===== config.mk =====
export PLATFORM = sky130hd
export DESIGN_NAME = clock_frame_allocator
export DESIGN_NICKNAME = d
export VERILOG_FILES = /design/src/rtl/cfa_pkg.sv /design/src/rtl/clock_frame_allocator.sv /design/src/rtl/cfa_ram.sv /design/src/rtl/cfa_datapath.sv /design/src/rtl/cfa_ctrl.sv
export SDC_FILE = /design/constraint.sdc
export NUM_CORES = 2
export LEC_CHECK = 0
export CAP_MARGIN = 20
export CORE_ASPECT_RATIO = 0.5
export CORE_MARGIN = 2
export CORE_UTILIZATION = 50
export DETAILED_ROUTE_END_ITERATION = 7
export DONT_BUFFER_PORTS = 1
export MAX_ROUTING_LAYER = met4
export PLACE_DENSITY_LB_ADDON = 0.05
export SLEW_MARGIN = 20
export SYNTH_ARGS = -nofsm -noshare
export SYNTH_HDL_FRONTEND = slang
export SYNTH_SLANG_ARGS = --single-unit

===== constraint.sdc =====
create_clock -name clk -period 10.3 [get_ports clk]
set_input_delay 0.515 -clock clk [delete_from_list [all_inputs] [get_ports clk]]
set_output_delay 0.515 -clock clk [all_outputs]
set_load 0.02 [all_outputs]

===== src/rtl/cfa_pkg.sv =====
// Shared types and constants for the clock frame allocator.
// Used by every module of the block except cfa_ram; depends on nothing else.
`default_nettype none

package cfa_pkg;

  // Default size of the frame table.
  localparam int NUM_FRAMES_DEF = 64;

  // Fixed field widths of the request and result transfers and the configuration word.
  localparam int ACT_W   = 2;
  localparam int FIDX_PW = 6;
  localparam int TAG_W   = 20;
  localparam int STAT_W  = 2;
  localparam int CFG_W   = 7;

  // Frame count after reset.
  localparam logic [CFG_W-1:0] CFG_RESET = 7'd64;

  // Request actions.
  localparam logic [ACT_W-1:0] ACT_ALLOC = 2'd0;
  localparam logic [ACT_W-1:0] ACT_MARK  = 2'd1;
  localparam logic [ACT_W-1:0] ACT_UNPIN = 2'd2;
  localparam logic [ACT_W-1:0] ACT_FREE  = 2'd3;

  // Result status codes.
  localparam logic [STAT_W-1:0] ST_OK        = 2'd0;
  localparam logic [STAT_W-1:0] ST_NO_FRAME  = 2'd1;
  localparam logic [STAT_W-1:0] ST_BAD_INDEX = 2'd2;

  typedef struct packed {
    logic [ACT_W-1:0]   action;
    logic [FIDX_PW-1:0] frame_index;
    logic [TAG_W-1:0]   page_tag;
  } cfa_in_t;

  typedef struct packed {
    logic [STAT_W-1:0]  status;
    logic [FIDX_PW-1:0] granted_frame;
    logic               evicted;
    logic [TAG_W-1:0]   evicted_tag;
  } cfa_out_t;

  // Commands from the controller to the datapath.
  typedef struct packed {
    logic load;
    logic op_exec;
    logic scan_next;
    logic sweep_init;
    logic sweep_step;
    logic clr_ref;
    logic grant_scan;
    logic grant_hand;
    logic grant_evict;
    logic fail;
  } cfa_cmd_t;

  // Status from the datapath to the controller.
  typedef struct packed {
    logic is_alloc;
    logic scan_hit;
    logic scan_last;
    logic sweep_done;
    logic hand_pin;
    logic hand_occ;
    logic hand_ref;
  } cfa_sts_t;

endpackage

`default_nettype wire


===== src/rtl/clock_frame_allocator.sv =====
// Mark, unpin and free are decoded and executed, then their result is registered;
// an allocate first scans for the lowest free frame and, if none is found, runs
// the second-chance sweep of up to two turns over the n active frames.
// A new request is accepted only while busy is low; the flag scan reads one frame per cycle.
// Reset (rst_n low, synchronous) frees and unpins every frame and zeroes the
// hand; the tag RAM needs no clearing. Results cannot be stalled.
`default_nettype none

module clock_frame_allocator
  import cfa_pkg::*;
#(
  parameter int NUM_FRAMES = NUM_FRAMES_DEF
) (
  input  wire logic             clk,
  input  wire logic             rst_n,
  input  wire logic             cfg_we,
  input  wire logic [CFG_W-1:0] cfg_wdata,
  input  wire logic             start,
  input  wire cfa_in_t          in_data,
  output logic                  busy,
  output logic                  out_valid,
  output cfa_out_t              out_data
);

  cfa_cmd_t cmd;
  cfa_sts_t sts;

  // Sequencer.
  cfa_ctrl u_ctrl (
    .clk   (clk),
    .rst_n (rst_n),
    .start (start),
    .sts   (sts),
    .busy  (busy),
    .cmd   (cmd)
  );

  // Frame table and result register.
  cfa_datapath #(
    .NUM_FRAMES (NUM_FRAMES)
  ) u_dp (
    .clk       (clk),
    .rst_n     (rst_n),
    .cfg_we    (cfg_we),
    .cfg_wdata (cfg_wdata),
    .in_data   (in_data),
    .cmd       (cmd),
    .sts       (sts),
    .out_valid (out_valid),
    .out_data  (out_data)
  );

endmodule

`default_nettype wire


===== src/rtl/cfa_ram.sv =====
// Generic single-write, single-read RAM with a registered read port.
// Standalone; used for the owner tag store.
`default_nettype none

module cfa_ram #(
  parameter int WIDTH = 8,
  parameter int DEPTH = 64
) (
  input  wire logic                     clk,
  input  wire logic                     wr_en,
  input  wire logic [$clog2(DEPTH)-1:0] wr_addr,
  input  wire logic [WIDTH-1:0]         wr_data,
  input  wire logic [$clog2(DEPTH)-1:0] rd_addr,
  output logic      [WIDTH-1:0]         rd_data
);

  logic [WIDTH-1:0] mem_r [DEPTH];

  // Write port.
  always_ff @(posedge clk) begin
    if (wr_en) begin
      mem_r[wr_addr] <= wr_data;
    end
  end

  // Registered read port.
  always_ff @(posedge clk) begin
    rd_data <= mem_r[rd_addr];
  end

endmodule

`default_nettype wire


===== src/rtl/cfa_datapath.sv =====
// Datapath of the clock frame allocator: frame flags, clock hand, scan
// pointer, owner tag RAM and result register. Depends on cfa_pkg and cfa_ram.
`default_nettype none

module cfa_datapath
  import cfa_pkg::*;
#(
  parameter int NUM_FRAMES = NUM_FRAMES_DEF
) (
  input  wire logic             clk,
  input  wire logic             rst_n,
  input  wire logic             cfg_we,
  input  wire logic [CFG_W-1:0] cfg_wdata,
  input  wire cfa_in_t          in_data,
  input  wire cfa_cmd_t         cmd,
  output cfa_sts_t              sts,
  output logic                  out_valid,
  output cfa_out_t              out_data
);

  localparam int FIDX_W = $clog2(NUM_FRAMES);
  localparam int CNT_W  = $clog2(NUM_FRAMES + 1);
  localparam int CW     = (CNT_W > CFG_W) ? CNT_W : CFG_W;

  logic [CFG_W-1:0]      cfg_r;
  logic [ACT_W-1:0]      act_r;
  logic [FIDX_PW-1:0]    idx_r;
  logic [TAG_W-1:0]      tag_r;
  logic [NUM_FRAMES-1:0] occ_r, occ_nxt;
  logic [NUM_FRAMES-1:0] ref_r, ref_nxt;
  logic [NUM_FRAMES-1:0] pin_r, pin_nxt;
  logic [FIDX_W-1:0]     hand_r, hand_nxt;
  logic [FIDX_W-1:0]     ptr_r;
  logic [CNT_W:0]        steps_r;
  logic                  out_valid_r;
  cfa_out_t              out_r, out_nxt;

  logic [CW-1:0]         cfg_ext;
  logic [CNT_W-1:0]      n_act;
  logic                  idx_bad;
  logic [FIDX_W-1:0]     idx_f;
  logic [CNT_W-1:0]      hand_inc;
  logic [CNT_W-1:0]      ptr_inc;
  logic [FIDX_W-1:0]     grant_addr;
  logic                  grant_any;
  logic [STAT_W-1:0]     op_status;
  logic [TAG_W-1:0]      tag_rd;

  // Active frame count: zero acts as one, large values clamp to the table size.
  always_comb begin
    cfg_ext = CW'(cfg_r);
    if (cfg_ext == '0) begin
      n_act = CNT_W'(1);
    end else if (cfg_ext > CW'(NUM_FRAMES)) begin
      n_act = CNT_W'(NUM_FRAMES);
    end else begin
      n_act = CNT_W'(cfg_ext);
    end
  end

  assign idx_bad    = CW'(idx_r) >= CW'(n_act);
  assign idx_f      = FIDX_W'(idx_r);
  assign hand_inc   = CNT_W'(hand_r) + CNT_W'(1);
  assign ptr_inc    = CNT_W'(ptr_r) + CNT_W'(1);
  assign hand_nxt   = (hand_inc == n_act) ? '0 : FIDX_W'(hand_inc);
  assign grant_addr = cmd.grant_hand ? hand_r : ptr_r;
  assign grant_any  = cmd.grant_scan | cmd.grant_hand | cmd.grant_evict;

  // Status toward the controller.
  always_comb begin
    sts.is_alloc   = (act_r == ACT_ALLOC);
    sts.scan_hit   = !occ_r[ptr_r] && !pin_r[ptr_r];
    sts.scan_last  = (ptr_inc == n_act);
    sts.sweep_done = (steps_r == {n_act, 1'b0});
    sts.hand_pin   = pin_r[hand_r];
    sts.hand_occ   = occ_r[hand_r];
    sts.hand_ref   = ref_r[hand_r];
  end

  // Owner tag store; the sweep reads at the hand so an eviction finds
  // the displaced tag in the following cycle.
  cfa_ram #(
    .WIDTH (TAG_W),
    .DEPTH (NUM_FRAMES)
  ) u_tag_ram (
    .clk     (clk),
    .wr_en   (grant_any),
    .wr_addr (grant_addr),
    .wr_data (tag_r),
    .rd_addr (hand_r),
    .rd_data (tag_rd)
  );

  // Next values of the frame flags and the status of a simple action.
  always_comb begin
    occ_nxt   = occ_r;
    ref_nxt   = ref_r;
    pin_nxt   = pin_r;
    op_status = ST_OK;
    if (cmd.op_exec) begin
      if (idx_bad) begin
        op_status = ST_BAD_INDEX;
      end else begin
        case (act_r)
          ACT_MARK: begin
            ref_nxt[idx_f] = 1'b1;
          end
          ACT_UNPIN: begin
            if (!pin_r[idx_f]) begin
              op_status = ST_BAD_INDEX;
            end else begin
              pin_nxt[idx_f] = 1'b0;
            end
          end
          ACT_FREE: begin
            occ_nxt[idx_f] = 1'b0;
            ref_nxt[idx_f] = 1'b0;
            pin_nxt[idx_f] = 1'b0;
          end
          default: begin
            op_status = ST_OK;
          end
        endcase
      end
    end
    if (cmd.clr_ref) begin
      ref_nxt[hand_r] = 1'b0;
    end
    if (grant_any) begin
      occ_nxt[grant_addr] = 1'b1;
      ref_nxt[grant_addr] = 1'b0;
      pin_nxt[grant_addr] = 1'b1;
    end
  end

  // Control state: configuration, flags, hand and result strobe.
  always_ff @(posedge clk) begin
    if (!rst_n) begin
      cfg_r       <= CFG_RESET;
      occ_r       <= '0;
      ref_r       <= '0;
      pin_r       <= '0;
      hand_r      <= '0;
      out_valid_r <= 1'b0;
    end else begin
      if (cfg_we) begin
        cfg_r <= cfg_wdata;
      end
      occ_r       <= occ_nxt;
      ref_r       <= ref_nxt;
      pin_r       <= pin_nxt;
      out_valid_r <= cmd.op_exec | grant_any | cmd.fail;
      if (cmd.sweep_init && (CNT_W'(hand_r) >= n_act)) begin
        hand_r <= '0;
      end else if (cmd.sweep_step) begin
        hand_r <= hand_nxt;
      end
    end
  end

  // Request latch, scan pointer and sweep step count.
  always_ff @(posedge clk) begin
    if (cmd.load) begin
      act_r <= in_data.action;
      idx_r <= in_data.frame_index;
      tag_r <= in_data.page_tag;
      ptr_r <= '0;
    end else if (cmd.scan_next) begin
      ptr_r <= FIDX_W'(ptr_inc);
    end else if (cmd.sweep_step) begin
      ptr_r <= hand_r;
    end
    if (cmd.sweep_init) begin
      steps_r <= '0;
    end else if (cmd.sweep_step) begin
      steps_r <= steps_r + (CNT_W + 1)'(1);
    end
  end

  // Next result; fields other than status stay zero unless a grant.
  always_comb begin
    out_nxt = '0;
    if (cmd.op_exec) begin
      out_nxt.status = op_status;
    end else if (cmd.fail) begin
      out_nxt.status = ST_NO_FRAME;
    end else if (grant_any) begin
      out_nxt.status        = ST_OK;
      out_nxt.granted_frame = FIDX_PW'(grant_addr);
      if (cmd.grant_evict) begin
        out_nxt.evicted     = 1'b1;
        out_nxt.evicted_tag = tag_rd;
      end
    end
  end

  // Result register.
  always_ff @(posedge clk) begin
    out_r <= out_nxt;
  end

  assign out_valid = out_valid_r;
  assign out_data  = out_r;

endmodule

`default_nettype wire


===== src/rtl/cfa_ctrl.sv =====
// Controller of the clock frame allocator: sequences the decode, the free
// frame scan, the clock sweep and the eviction. Depends on cfa_pkg.
`default_nettype none

module cfa_ctrl
  import cfa_pkg::*;
(
  input  wire logic     clk,
  input  wire logic     rst_n,
  input  wire logic     start,
  input  wire cfa_sts_t sts,
  output logic          busy,
  output cfa_cmd_t      cmd
);

  localparam logic [2:0] S_IDLE   = 3'd0;
  localparam logic [2:0] S_DECODE = 3'd1;
  localparam logic [2:0] S_SCAN   = 3'd2;
  localparam logic [2:0] S_SWEEP  = 3'd3;
  localparam logic [2:0] S_EVICT  = 3'd4;

  logic [2:0] state_r, state_nxt;

  // Next state and commands.
  always_comb begin
    state_nxt = state_r;
    cmd       = '0;
    case (state_r)
      S_IDLE: begin
        if (start) begin
          cmd.load  = 1'b1;
          state_nxt = S_DECODE;
        end
      end
      S_DECODE: begin
        if (sts.is_alloc) begin
          state_nxt = S_SCAN;
        end else begin
          cmd.op_exec = 1'b1;
          state_nxt   = S_IDLE;
        end
      end
      S_SCAN: begin
        if (sts.scan_hit) begin
          cmd.grant_scan = 1'b1;
          state_nxt      = S_IDLE;
        end else if (sts.scan_last) begin
          cmd.sweep_init = 1'b1;
          state_nxt      = S_SWEEP;
        end else begin
          cmd.scan_next = 1'b1;
        end
      end
      S_SWEEP: begin
        if (sts.sweep_done) begin
          cmd.fail  = 1'b1;
          state_nxt = S_IDLE;
        end else begin
          cmd.sweep_step = 1'b1;
          if (sts.hand_pin) begin
            state_nxt = S_SWEEP;
          end else if (!sts.hand_occ) begin
            cmd.grant_hand = 1'b1;
            state_nxt      = S_IDLE;
          end else if (!sts.hand_ref) begin
            state_nxt = S_EVICT;
          end else begin
            cmd.clr_ref = 1'b1;
          end
        end
      end
      S_EVICT: begin
        cmd.grant_evict = 1'b1;
        state_nxt       = S_IDLE;
      end
      default: begin
        state_nxt = S_IDLE;
      end
    endcase
  end

  // State register.
  always_ff @(posedge clk) begin
    if (!rst_n) begin
      state_r <= S_IDLE;
    end else begin
      state_r <= state_nxt;
    end
  end

  assign busy = (state_r != S_IDLE);

endmodule

`default_nettype wire


==> flow_summary.yaml <==
status:
  status: "finished, final reports clean"
min_path:
  holdCritPathClass: "in2reg"
  hold_depth: 3
  hold_start: "rst_n"
placement:
  numPortBuffers: 0
  place_hpwl_um: 144100
  dp.cells: 5860
  gp_congestion: 1.001
  post_dp_cell_area_um2: 66810
layout:
  final_layout_size_suffix_gt1_share_pct: 14.92
  filler_cell_count: 9987
  finish.cell_count_without_fillers: 6160
  final_design_area_no_fill_um2: 71880
  area.growth.synth_to_final_pct: 13.00
  finalNetCount: 4402
route:
  drc_errors: 0
  detailedRoute.firstIterationViolations: 7328
  ant_nets: 0
  drt_wl_total_um: 236900
  vias_per_cell: 7.111
  detail_route.wl_per_cell_um: 38.46
  dr_total_vias: 43802
  router_iterations_before_antenna_repair: 8
critical_path:
  setup.worst_path.start_class: "register"
  timing_worst_setup_path_type: "reg2reg"
  r2r_cells: 9
  worstPathMaxFanout: 44
  worstSetupStartpoint: "u_dp.hand_r[0]"
  worstReg2RegStart: "u_dp.hand_r[0]"
  arrival_time_of_data_at_the_critical_path_endpoint_ps: 6970
  worstPathRequired_ps: 10720
  end_kind: "register"
synthesis:
  synth_top_area_cell: "edfxtp_1"
  synth_seq_area_share_pct: 70.31
  yosys-top-cells-count: "edfxtp_1, a22oi_1, dfxtp_1, clkbuf_1, nand2_1"
  syn_avg_cell_area_um2: 14.69
  synth.lib_cells_used.distinct: 99
  netlist_area_um2: 63610
  register_bit_count_reported_by_yosys: 1580
  yosys_warnings: 0
  syn_inst: 4331
  synth_flop_cell: "edfxtp_1"
  synthesized_netlist_net_count: 4385
  number_of_enable_type_register_cells_in_the_synthesized_netlist: 1308
  yosys-top-cells-area: "edfxtp_1, dfxtp_1, a22oi_1, mux2i_1, a221oi_1"
  synth-async-reset-ratio_pct: 0
  yosysMostFrequentCell: "edfxtp_1"
  synthDominantCellAreaShare_pct: 61.75
sta:
  finalMaxSlewViolations: 0
  worst_slew_margin_rel_pct: 21.81
  timing.final.setup_violations: 0
  grt_setup_unrepaired: "no"
  setup_total_negative_slack_ps: 0
  maximum_clock_frequency_mhz: 152.6
  crit_share_post_route_pct: 63.61
  worst_slew_pin_slew_ps: 1162
  number_of_hold_slack_violations_in_the_final_timing_report: 0
  finalWorstPathRequiredPeriod_ps: 6552
  skew_ps: 46.48
cts:
  cts.sinks: 1580
  cts_max_level: 4
  ctsHoldBuffers: 39
  postCtsSetupRepairBufs: 0
  tritoncts_clock_tree: "done"
  cts-resized-gates: 0
  clock_latency_of_the_later_clocked_register_in_the_worst_skew_pair_ps: 810
  ctsRootBufferMaster: "clkbuf_16"
  clk_pin_slew_worst_paths_ps: 80
  numCtsBuffers: 139
  cts_max_path_buffers: 3
floorplan:
  die_w_um: 508.4
  std_cell_rows: 92
  floorplan.die_area_um2: 130300
  start_util_pct: 50.47
  floorplan.io_pins: 70
  core_box_area_um2: 126000
  die_h_um: 256.2
global_routing:
  gr-usage-all-layers_pct: 37.03
  grt_start_max_net_pins: 173
  grt_pass1_vias: 40628
  grt_first_pass_wirelength_um: 327800
  initial_antenna_violation_count: 7
  grt.overflow.total: 0
pwr:
  leakage_uw: 0.02186
  report.power.total_uw: 12720
  peak_supply_drop_uv: 180.1
  power_per_cell_area_nw_per_um2: 176.9
job:
  drv.max_cap_violation_count: 0
[per-stage QoR]
stage	setup slack [ps]	hold WS [ps]	util [%]
after floorplan	5791	405.7	-
after global placement	4120	410.4	52.97
after detailed placement	3976	416.8	53.00
after CTS	3969	2.181	57.01
after global routing	3658	37.06	57.02
final	3748	36.09	57.03
[power by group]
part / switching, uW / internal (uW) / leakage (uW)
logic: 280 / 62.8 / 0.00564
registers: 27.0 / 6950 / 0.0140
clock network: 2510 / 2890 / 0.00224
total: 2820 / 9900 / 0.0219
[critical path: stages, from the launching register on]
cell and delay [ps]:
dfxtp_4 710, buf_4 610, inv_1 420, buf_4 380, a221o_1 290, a22oi_1 220, o221ai_1 220, nor4bb_4 1000
nand3_1 1020, o22ai_4 1170
[layer usage]
| layer | part of all wire (%) | GRT usage [%] | up-vias |
|---|---|---|---|
| met5 | 0 | - | - |
| met4 | 3.7 | 12.79 | 0 |
| met3 | 11 | 7.167 | 483 |
| met2 | 43 | 51.26 | 2899 |
| met1 | 42 | 54.56 | 22610 |
| li1 | - | - | 17810 |
[worst paths after layout]
kind | end | slack (ps)
worst max register to register | u_dp.u_tag_ram.mem_r[37][14] | 3750
worst min-delay path | u_dp.pin_r[25] | 40
worst max-delay path | u_dp.u_tag_ram.mem_r[37][14] | 3750
worst min register to register | u_dp.out_data[2] | 430
[final cells by class]
type / instances / area, um^2 / share of cell area (%)
sequential: 1580 / 44740 / 62.24
multi-input combinational: 2366 / 18310 / 25.48
clock buffer: 187 / 3779 / 5.257
tap: 1692 / 2117 / 2.945
timing repair buffer: 228 / 1934 / 2.691
clock inverter: 71 / 865.8 / 1.205
inverter: 33 / 123.9 / 0.1723
antenna: 3 / 7.507 / 0.01044
[registers in the layout, indices dropped and copies added, names as in the netlist]
| signal | cells |
|---|---|
| u_ctrl.state_r | 3 |
| u_dp.ptr_r | 6 |
| u_dp.act_r | 2 |
| u_dp.tag_r | 20 |
| u_dp.pin_r | 64 |
| u_dp.u_tag_ram.rd_data | 20 |
| u_dp.idx_f | 6 |
| u_dp.hand_r | 6 |
| u_dp.ref_r | 64 |
| u_dp.out_data | 29 |
| u_dp.out_valid | 1 |
| u_dp.u_tag_ram.mem_r | 1280 |
| u_dp.cfg_ext | 7 |
| u_dp.occ_r | 64 |
| u_dp.steps_r | 8 |
[cell usage in the layout, fill, tap and decap left out, types with 15 or more instances in the layout]
cell	count
inv_1	25
o21a_1	50
mux2i_1	136
buf_4	180
a2111oi_0	64
nor2_1	166
clkbuf_1	36
a31o_2	74
mux4_2	18
dfxtp_1	266
mux2_2	48
a221oi_1	122
and2_1	40
o22ai_1	19
o211a_1	34
o32ai_4	39
nor3_1	68
edfxtp_1	1308
a22oi_1	398
a22o_1	106
nand2b_1	23
clkinv_1	24
nand4_1	58
a21oi_1	102
clkbuf_16	139
clkinv_2	19
nor4_1	15
ha_1	15
a31oi_1	135
nand3_1	58
o21ai_0	54
nor2b_1	23
o31ai_1	15
dlygate4sd3_1	38
o211ai_1	16
nand2_1	168
[logic make-up (layout without fill, tap and decap cells)]
family	after synthesis	in the layout	synth area share, %
AO/OA/AOI/OAI	1425	1425	17.49
XOR/XNOR	17	17	0.2341
adder cells (fa/ha/maj)	15	15	0.2950
buffers and inverters	385	519	2.469
flip-flops	1580	1580	70.31
multiplexers	203	203	3.645
other	0	3	0
AND/OR/NAND/NOR	706	706	5.555
Power figures use the tool's default switching activity.
